File: src/rtl/frrl_pkg.sv
// Package for the frequency-ranked recent list.
// Holds the controller states, the datapath commands and the status bundle.
// No dependencies.
package frrl_pkg;

  localparam logic [16:0] AGE_LIMIT = 17'h08000;

  typedef enum logic [3:0] {
    ST_IDLE, ST_RD_ISSUE, ST_RD_WAIT, ST_S_CHK, ST_S_CMP, ST_AGE_RD, ST_AGE_WR,
    ST_MISS, ST_EV_CAP, ST_BUB_RD, ST_BUB_CMP, ST_DONE
  } frrl_state_e;

  typedef enum logic [3:0] {
    CMD_NONE, CMD_LOAD, CMD_RDIDX, CMD_RDRES, CMD_SRD, CMD_SINC, CMD_HIT,
    CMD_ARD, CMD_AWR, CMD_MISS, CMD_EVRD, CMD_EVCAP, CMD_BRD, CMD_SHIFT,
    CMD_PLACE, CMD_EMIT
  } frrl_cmd_e;

  typedef struct packed {
    logic is_read;
    logic last_i;
    logic match;
    logic overflow;
    logic full;
    logic p_zero;
    logic le;
    logic out_free;
  } frrl_stat_t;

endpackage

File: src/rtl/frrl_ctrl.sv
// Controller for the frequency-ranked recent list.
// Sequences reads, search, ageing, eviction and bubble walk; depends on frrl_pkg.
module frrl_ctrl (
  input  logic               clk_i,
  input  logic               rst_ni,
  input  logic               s_valid_i,
  output logic               s_ready_o,
  input  frrl_pkg::frrl_stat_t stat_i,
  output frrl_pkg::frrl_cmd_e  cmd_o
);
  import frrl_pkg::*;

  frrl_state_e state_q, state_d;

  always_ff @(posedge clk_i or negedge rst_ni) begin
    if (!rst_ni) begin
      state_q <= ST_IDLE;
    end else begin
      state_q <= state_d;
    end
  end

  always_comb begin
    state_d = state_q;
    unique case (state_q)
      ST_IDLE:     if (s_valid_i) state_d = ST_S_CHK;
      ST_S_CHK:    state_d = stat_i.is_read ? ST_RD_ISSUE :
                             (stat_i.last_i ? ST_MISS : ST_S_CMP);
      ST_RD_ISSUE: state_d = ST_RD_WAIT;
      ST_RD_WAIT:  state_d = ST_DONE;
      ST_S_CMP:    state_d = stat_i.match ? (stat_i.overflow ? ST_AGE_RD : ST_BUB_RD)
                                          : ST_S_CHK;
      ST_AGE_RD:   state_d = stat_i.last_i ? ST_BUB_RD : ST_AGE_WR;
      ST_AGE_WR:   state_d = ST_AGE_RD;
      ST_MISS:     state_d = stat_i.full ? ST_EV_CAP : ST_BUB_RD;
      ST_EV_CAP:   state_d = ST_BUB_RD;
      ST_BUB_RD:   state_d = stat_i.p_zero ? ST_DONE : ST_BUB_CMP;
      ST_BUB_CMP:  state_d = stat_i.le ? ST_BUB_RD : ST_DONE;
      ST_DONE:     if (stat_i.out_free) state_d = ST_IDLE;
      default:     state_d = ST_IDLE;
    endcase
  end

  always_comb begin
    cmd_o     = CMD_NONE;
    s_ready_o = 1'b0;
    unique case (state_q)
      ST_IDLE: begin
        s_ready_o = 1'b1;
        if (s_valid_i) cmd_o = CMD_LOAD;
      end
      ST_S_CHK:    if (!stat_i.is_read && !stat_i.last_i) cmd_o = CMD_SRD;
      ST_RD_ISSUE: cmd_o = CMD_RDIDX;
      ST_RD_WAIT:  cmd_o = CMD_RDRES;
      ST_S_CMP:    cmd_o = stat_i.match ? CMD_HIT : CMD_SINC;
      ST_AGE_RD:   if (!stat_i.last_i) cmd_o = CMD_ARD;
      ST_AGE_WR:   cmd_o = CMD_AWR;
      ST_MISS:     cmd_o = stat_i.full ? CMD_EVRD : CMD_MISS;
      ST_EV_CAP:   cmd_o = CMD_EVCAP;
      ST_BUB_RD:   cmd_o = stat_i.p_zero ? CMD_PLACE : CMD_BRD;
      ST_BUB_CMP:  cmd_o = stat_i.le ? CMD_SHIFT : CMD_PLACE;
      ST_DONE:     if (stat_i.out_free) cmd_o = CMD_EMIT;
      default:     cmd_o = CMD_NONE;
    endcase
  end

endmodule

File: src/rtl/frrl_dp.sv
// Datapath for the frequency-ranked recent list: key and count memories,
// walk counters, result staging and output register; depends on frrl_pkg.
module frrl_dp #(
  parameter int ENTRIES = 64
) (
  input  logic                 clk_i,
  input  logic                 rst_ni,
  input  frrl_pkg::frrl_cmd_e  cmd_i,
  output frrl_pkg::frrl_stat_t stat_o,
  input  logic                 in_opcode_i,
  input  logic [31:0]          in_key_i,
  input  logic [5:0]           in_index_i,
  output logic                 out_valid_o,
  input  logic                 out_ready_i,
  output logic [103:0]         out_data_o
);
  import frrl_pkg::*;

  localparam int AW = (ENTRIES > 1) ? $clog2(ENTRIES) : 1;
  localparam int CW = $clog2(ENTRIES + 1);
  localparam logic [CW-1:0] FULL = CW'(ENTRIES);
  localparam logic [AW-1:0] LAST = AW'(ENTRIES - 1);

  logic [31:0]   keys_mem [ENTRIES];
  logic [15:0]   cnts_mem [ENTRIES];
  logic [31:0]   rd_key_q;
  logic [15:0]   rd_cnt_q;

  logic          we, re;
  logic [AW-1:0] waddr, raddr;
  logic [31:0]   wkey;
  logic [15:0]   wcnt;

  logic          op_q;
  logic [31:0]   k_q;
  logic [15:0]   c_q;
  logic [5:0]    idx_q;
  logic [CW-1:0] i_q, fill_q;
  logic [AW-1:0] found_q, p_q;

  logic          hit_q, aged_q, ev_q, val_q;
  logic [31:0]   evk_q, keyo_q;
  logic [15:0]   cnt_q;
  logic [5:0]    pos_q;

  logic          ovalid_q;
  logic [103:0]  odata_q;

  logic [16:0]   inc;
  logic [15:0]   halved;
  logic [AW+5:0] idx_wide, p_wide;
  logic [CW+5:0] idx_cmp, fill_cmp;
  logic [CW+6:0] fill_wide;

  assign inc       = {1'b0, rd_cnt_q} + 17'd1;
  assign halved    = (rd_cnt_q > 16'd1) ? (rd_cnt_q >> 1) : 16'd1;
  assign idx_wide  = {{AW{1'b0}}, idx_q};
  assign p_wide    = {6'd0, p_q};
  assign idx_cmp   = {{CW{1'b0}}, idx_q};
  assign fill_cmp  = {6'd0, fill_q};
  assign fill_wide = {7'd0, fill_q};

  always_comb begin
    stat_o.is_read  = op_q;
    stat_o.last_i   = (i_q == fill_q);
    stat_o.match    = (rd_key_q == k_q);
    stat_o.overflow = (inc > AGE_LIMIT);
    stat_o.full     = (fill_q >= FULL);
    stat_o.p_zero   = (p_q == '0);
    stat_o.le       = (rd_cnt_q <= c_q);
    stat_o.out_free = !ovalid_q || out_ready_i;
  end

  always_comb begin
    we    = 1'b0;
    re    = 1'b0;
    waddr = p_q;
    raddr = i_q[AW-1:0];
    wkey  = k_q;
    wcnt  = c_q;
    case (cmd_i)
      CMD_RDIDX: begin re = 1'b1; raddr = idx_wide[AW-1:0]; end
      CMD_SRD, CMD_ARD: re = 1'b1;
      CMD_AWR: begin
        we    = (i_q[AW-1:0] != found_q);
        waddr = i_q[AW-1:0];
        wkey  = rd_key_q;
        wcnt  = halved;
      end
      CMD_EVRD: begin re = 1'b1; raddr = LAST; end
      CMD_BRD: begin re = 1'b1; raddr = p_q - AW'(1); end
      CMD_SHIFT: begin we = 1'b1; wkey = rd_key_q; wcnt = rd_cnt_q; end
      CMD_PLACE: we = 1'b1;
      default: ;
    endcase
  end

  // Both memories share one write address and one read address; read data is registered.
  always_ff @(posedge clk_i) begin
    if (we) begin
      keys_mem[waddr] <= wkey;
      cnts_mem[waddr] <= wcnt;
    end
    if (re) begin
      rd_key_q <= keys_mem[raddr];
      rd_cnt_q <= cnts_mem[raddr];
    end
  end

  always_ff @(posedge clk_i) begin
    case (cmd_i)
      CMD_LOAD: begin
        op_q   <= in_opcode_i;
        k_q    <= in_key_i;
        idx_q  <= in_index_i;
        hit_q  <= 1'b0;
        aged_q <= 1'b0;
        ev_q   <= 1'b0;
        val_q  <= 1'b0;
        evk_q  <= '0;
        keyo_q <= '0;
        cnt_q  <= '0;
        pos_q  <= '0;
      end
      CMD_RDRES: begin
        if (idx_cmp < fill_cmp) begin
          val_q  <= 1'b1;
          keyo_q <= rd_key_q;
          cnt_q  <= rd_cnt_q;
        end
      end
      CMD_HIT: begin
        hit_q   <= 1'b1;
        found_q <= i_q[AW-1:0];
        p_q     <= i_q[AW-1:0];
        if (inc > AGE_LIMIT) begin
          aged_q <= 1'b1;
          c_q    <= inc[16:1];
        end else begin
          c_q <= inc[15:0];
        end
      end
      CMD_MISS: begin
        p_q <= fill_q[AW-1:0];
        c_q <= 16'd1;
      end
      CMD_EVCAP: begin
        p_q   <= LAST;
        c_q   <= 16'd1;
        ev_q  <= 1'b1;
        evk_q <= rd_key_q;
      end
      CMD_SHIFT: p_q <= p_q - AW'(1);
      CMD_PLACE: begin
        pos_q <= p_wide[5:0];
        cnt_q <= c_q;
      end
      default: ;
    endcase
  end

  always_ff @(posedge clk_i or negedge rst_ni) begin
    if (!rst_ni) begin
      i_q    <= '0;
      fill_q <= '0;
    end else begin
      case (cmd_i)
        CMD_LOAD, CMD_HIT: i_q <= '0;
        CMD_SINC, CMD_AWR: i_q <= i_q + CW'(1);
        CMD_MISS:          fill_q <= fill_q + CW'(1);
        default: ;
      endcase
    end
  end

  always_ff @(posedge clk_i or negedge rst_ni) begin
    if (!rst_ni) begin
      ovalid_q <= 1'b0;
    end else if (cmd_i == CMD_EMIT) begin
      ovalid_q <= 1'b1;
    end else if (out_ready_i) begin
      ovalid_q <= 1'b0;
    end
  end

  always_ff @(posedge clk_i) begin
    if (cmd_i == CMD_EMIT) begin
      odata_q <= {7'd0, fill_wide[6:0], val_q, keyo_q, evk_q, ev_q, aged_q,
                  cnt_q, pos_q, hit_q};
    end
  end

  assign out_valid_o = ovalid_q;
  assign out_data_o  = odata_q;

endmodule

File: src/rtl/frequency_ranked_recent_list.sv
// Frequency-ranked recent list: a list of (key, count) pairs kept in order
// of descending count. Input and result are stream channels.
// The slave channel carries one command per transfer: tuser selects record
// (0) or read (1), tdata carries the key and the rank to read.
// The master channel returns exactly one result per command.
// A record searches the key memory one entry at a time, optionally
// sweeps every count once to halve it, then walks the touched entry
// forward one rank at a time.
// Only one command is worked on at a time; tready is high only while idle.
// The result is held in an output register, so a new command is taken while
// a finished result still waits; a stalled receiver holds the block in its
// final state until the register frees up.
// Reset empties the list at once; no clearing pass is needed, as a read of
// a rank at or above the fill level returns no entry.
module frequency_ranked_recent_list #(
  parameter int ENTRIES = 64
) (
  input  logic         clk_i,
  input  logic         rst_ni,
  input  logic         s_axis_tvalid,
  output logic         s_axis_tready,
  // [31:0] key, [37:32] index, [39:38] zero
  input  logic [39:0]  s_axis_tdata,
  // [0] opcode
  input  logic         s_axis_tuser,
  output logic         m_axis_tvalid,
  input  logic         m_axis_tready,
  // [0] hit, [6:1] position, [22:7] count_out, [23] aged, [24] evicted,
  // [56:25] evicted_key, [88:57] key_out, [89] entry_valid,
  // [96:90] occupancy, [103:97] zero
  output logic [103:0] m_axis_tdata
);
  import frrl_pkg::*;

  frrl_stat_t stat;
  frrl_cmd_e  cmd;

  frrl_ctrl u_ctrl (
    .clk_i     (clk_i),
    .rst_ni    (rst_ni),
    .s_valid_i (s_axis_tvalid),
    .s_ready_o (s_axis_tready),
    .stat_i    (stat),
    .cmd_o     (cmd)
  );

  frrl_dp #(.ENTRIES(ENTRIES)) u_dp (
    .clk_i       (clk_i),
    .rst_ni      (rst_ni),
    .cmd_i       (cmd),
    .stat_o      (stat),
    .in_opcode_i (s_axis_tuser),
    .in_key_i    (s_axis_tdata[31:0]),
    .in_index_i  (s_axis_tdata[37:32]),
    .out_valid_o (m_axis_tvalid),
    .out_ready_i (m_axis_tready),
    .out_data_o  (m_axis_tdata)
  );

endmodule
File: config.mk
export PLATFORM = sky130hd
export DESIGN_NAME = frequency_ranked_recent_list
export DESIGN_NICKNAME = d
export VERILOG_FILES = /design/src/rtl/frrl_pkg.sv /design/src/rtl/frrl_ctrl.sv /design/src/rtl/frrl_dp.sv /design/src/rtl/frequency_ranked_recent_list.sv
export SDC_FILE = /design/constraint.sdc
export NUM_CORES = 2
export LEC_CHECK = 0
export ABC_AREA = 0
export BUFFER_PORTS_ARGS = -buffer_cell sky130_fd_sc_hd__buf_2
export CORE_ASPECT_RATIO = 1.2
export CORE_UTILIZATION = 40
export DETAILED_ROUTE_END_ITERATION = 16
export PLACE_DENSITY = 0.67
export SYNTH_ARGS = -nofsm -noshare
export SYNTH_HDL_FRONTEND = slang
export SYNTH_SLANG_ARGS = --single-unit
File: constraint.sdc
create_clock -name clk_i -period 10.4 [get_ports clk_i]
set_input_delay 1.04 -clock clk_i [delete_from_list [all_inputs] [get_ports clk_i]]
set_output_delay 1.04 -clock clk_i [all_outputs]
set_load 0.05 [all_outputs]
==> results.toml <==
[route]
via_per_inst = 5.998
wl_per_cell_um = 28.44
vias = 86180
wl_met1_um = 144800
wl_met2_um = 188200
wl_met3_um = 49860
wirelength_um = 408700
drt_iter0_drc = 13740
drc_errors = 0
detail-route-antenna-nets = 0
drtPass1Iterations = 9
top_layer = "met5"

[layout]
area_growth_pct = 11.75
nFillCells = 28840
regArea_sq_mm = 0.1018
multi_input_area_sq_mm = 0.03134
fin_cells = 14370
fin_nets = 9737
drive_above_1_share_pct = 9.606

[logic_synthesis]
yosysTopAreaCellShare_pct = 74.72
synth_edf_count = 3374
synthCells = 9629
synth_top_family_by_area = "simple AND/OR/NAND/NOR gates"
synth_fa_ha_area_share_pct = 0.2676
syn-cell-area_sq_mm = 0.1356
synth-xor-area-share_pct = 0.4650
synthFlopType = "edfxtp_1"
synthMostInstantiatedCell = "edfxtp_1"
synth_cell_type_count = 83
ys_seq_elements = 3393
synth_top_area_cell = "edfxtp_1"
yosysWarningCount = 0
synth_compound_area_share_pct = 6.180
synthSimpleGateAreaFrac_pct = 12.18
synthTopCellsByCount = "edfxtp_1 (3,374), nand2_1 (2,437), nand3_1 (791)"
synth.area.mux_share_pct = 3.340
synth_area_leaders = "edfxtp_1 (75%), nand2_1 (6.7%), nand3_1 (2.9%), mux2i_1 (2.9%), and3_1 (1.2%)"
synth-seq-area-share_pct = 75.07
syn_area_per_cell_sq_um = 14.08
ys_async_sr_fraction_pct = 0.5600

[clocking]
post_cts_resized = 0
clk_latency_ns = 0.90
cts_root_buf = "clkbuf_16"
tritoncts = "built"
cts_setup_buffers = 0
cts_hold_buf = 0
cts_buffers = 312
cts.sinks = 3393
clk_pin_slew_ns = 0.07
h-tree-depth = 5
clk_path_buf_depth = 4

[global_route]
grt_pass1_vias = 81060
grt_max_degree = 156
grt_use_total_pct = 23.14
grt_pass1_wl_um = 573400
grt-ovfl-total = 0
grt_antenna_before_repair = 19

[setup_path]
worstPathMaxFanout = 27
start_kind = "flip-flop"
end_kind = "flip-flop"
crit_required_ns = 10.87
startpoint = "u_dp.rd_cnt_q[10]"
crit_arrival_ns = 7.50
criticalPathCategory = "reg2reg"
regToRegStartpoint = "u_dp.rd_cnt_q[10]"

[floorplanning]
die_w_um = 533.5
ios = 151
coreArea_sq_mm = 0.3364
start_util_pct = 40.31
die_h_um = 639.8
row_count = 233
dieArea_sq_mm = 0.3413

[timing]
clock_skew_ns = 0.07195
max_slew_margin_pct = 4.692
tns_ns = 0
fmax_mhz = 142.3
hold_viol_final = 0
final-setup-viol-count = 0
fin_crit_ns = 7.029
worst_pin_slew_ns = 1.394
post-route-period-util_pct = 67.59
maxSlewViolCount = 0
grt_setup_unrepaired = "false"
whs_ns = 0.09961

[job]
cap_violations = 0

[min_path]
hold_path.class = "in2async"

[placed_design]
dpl.hpwl_um = 210100
dpl.cell_count = 13810
place_congestion = 0.8703
io_buffers = 141

[status]
outcome = "complete, no violations"
final cells by class:
cell class	count	share of cell area, %
Antenna cell	4	0.006606
Clock buffer	388	5.495
Clock inverter	163	1.101
Inverter	38	0.09413
Multi-Input combinational cell	5567	20.68
Sequential cell	3393	67.18
Tap cell	4465	3.687
Timing Repair Buffer	351	1.762
cells in the final DEF, fill, tap and decap left out, drive strengths merged, types with 31 or more instances in the layout:
cell type	n
a21oi	310
nand2	2437
nor3	68
o21ai	148
inv	51
a31oi	112
a311oi	176
xor2	44
clkinv	104
bufinv	31
o22ai	48
nand4	32
nor2	119
a2111oi	34
and3	265
mux2	32
edfxtp	3374
o221ai	124
buf	351
nand3	791
mux2i	394
clkbuf	388
a211oi	32
per-stage QoR:
| step | instance area, sq um | worst slack [ns] | utilization (%) |
|---|---|---|---|
| 5_1_grt | 151500 | 3.166 | 45.04 |
| 3_3_place_gp | 141500 | 3.814 | 42.07 |
| 2_1_floorplan | 135600 | 1.738 | - |
| 3_5_place_dp | 141500 | 3.677 | 42.07 |
| 6_report | 151500 | 3.371 | 45.04 |
| 4_1_cts | 151500 | 3.576 | 45.04 |
sequential cells by signal, summed over array words and instances (netlist names), 32 cells and up:
signal / cells
u_dp.out_data_o: 97
u_dp.evk_q: 32
u_dp.keyo_q: 32
u_dp.rd_key_q: 32
u_dp.k_q: 32
u_dp.cnts_mem: 1024
u_dp.keys_mem: 2048
worst paths after layout:
kind	end	slack (ns)	cells after the start
worst max-delay path	u_dp.keys_mem[12][26]	3.37	13
worst min-delay path	u_dp.i_q[4]	0.1	1
worst max register to register	u_dp.keys_mem[12][26]	3.37	13
worst min register to register	u_dp.out_data_o[44]	0.38	0
max in group asynchronous	u_dp.fill_q[4]	9.98	1
min in group clk_i	u_dp.k_q[24]	0.33	1
metal layers:
| layer | global-route usage, % | vias to the layer above |
|---|---|---|
| met5 | 0 | - |
| met4 | 12.89 | 6 |
| met3 | 4.862 | 1191 |
| met2 | 37.16 | 5858 |
| met1 | 29.24 | 42900 |
| li1 | - | 36230 |
cells by family (layout without fill, tap and decap cells):
family / count (synthesis) / in the layout
buffers and inverters: 675 / 940
flip-flops: 3393 / 3393
multiplexers: 436 / 436
AO/OA/AOI/OAI: 1201 / 1201
other: 1 / 11
AND/OR/NAND/NOR: 3822 / 3822
adder cells (fa/ha/maj): 29 / 29
XOR/XNOR: 72 / 72
worst max-delay path: stages (launching register included):
cell	delay (ns)
edfxtp_1	0.69
ha_1	0.47
nand4_1	0.19
a2111oi_0	0.72
nor3_1	0.14
o21ai_1	0.66
o211ai_1	0.34
nor3b_2	0.26
buf_4	0.31
o31a_1	0.28
nand2_1	0.52
nor2_4	0.82
buf_4	0.52
buf_4	0.61
Power is left out: the tool's default activity adds up to more than one toggle a clock period on the data nets, which glitch-free logic cannot reach.
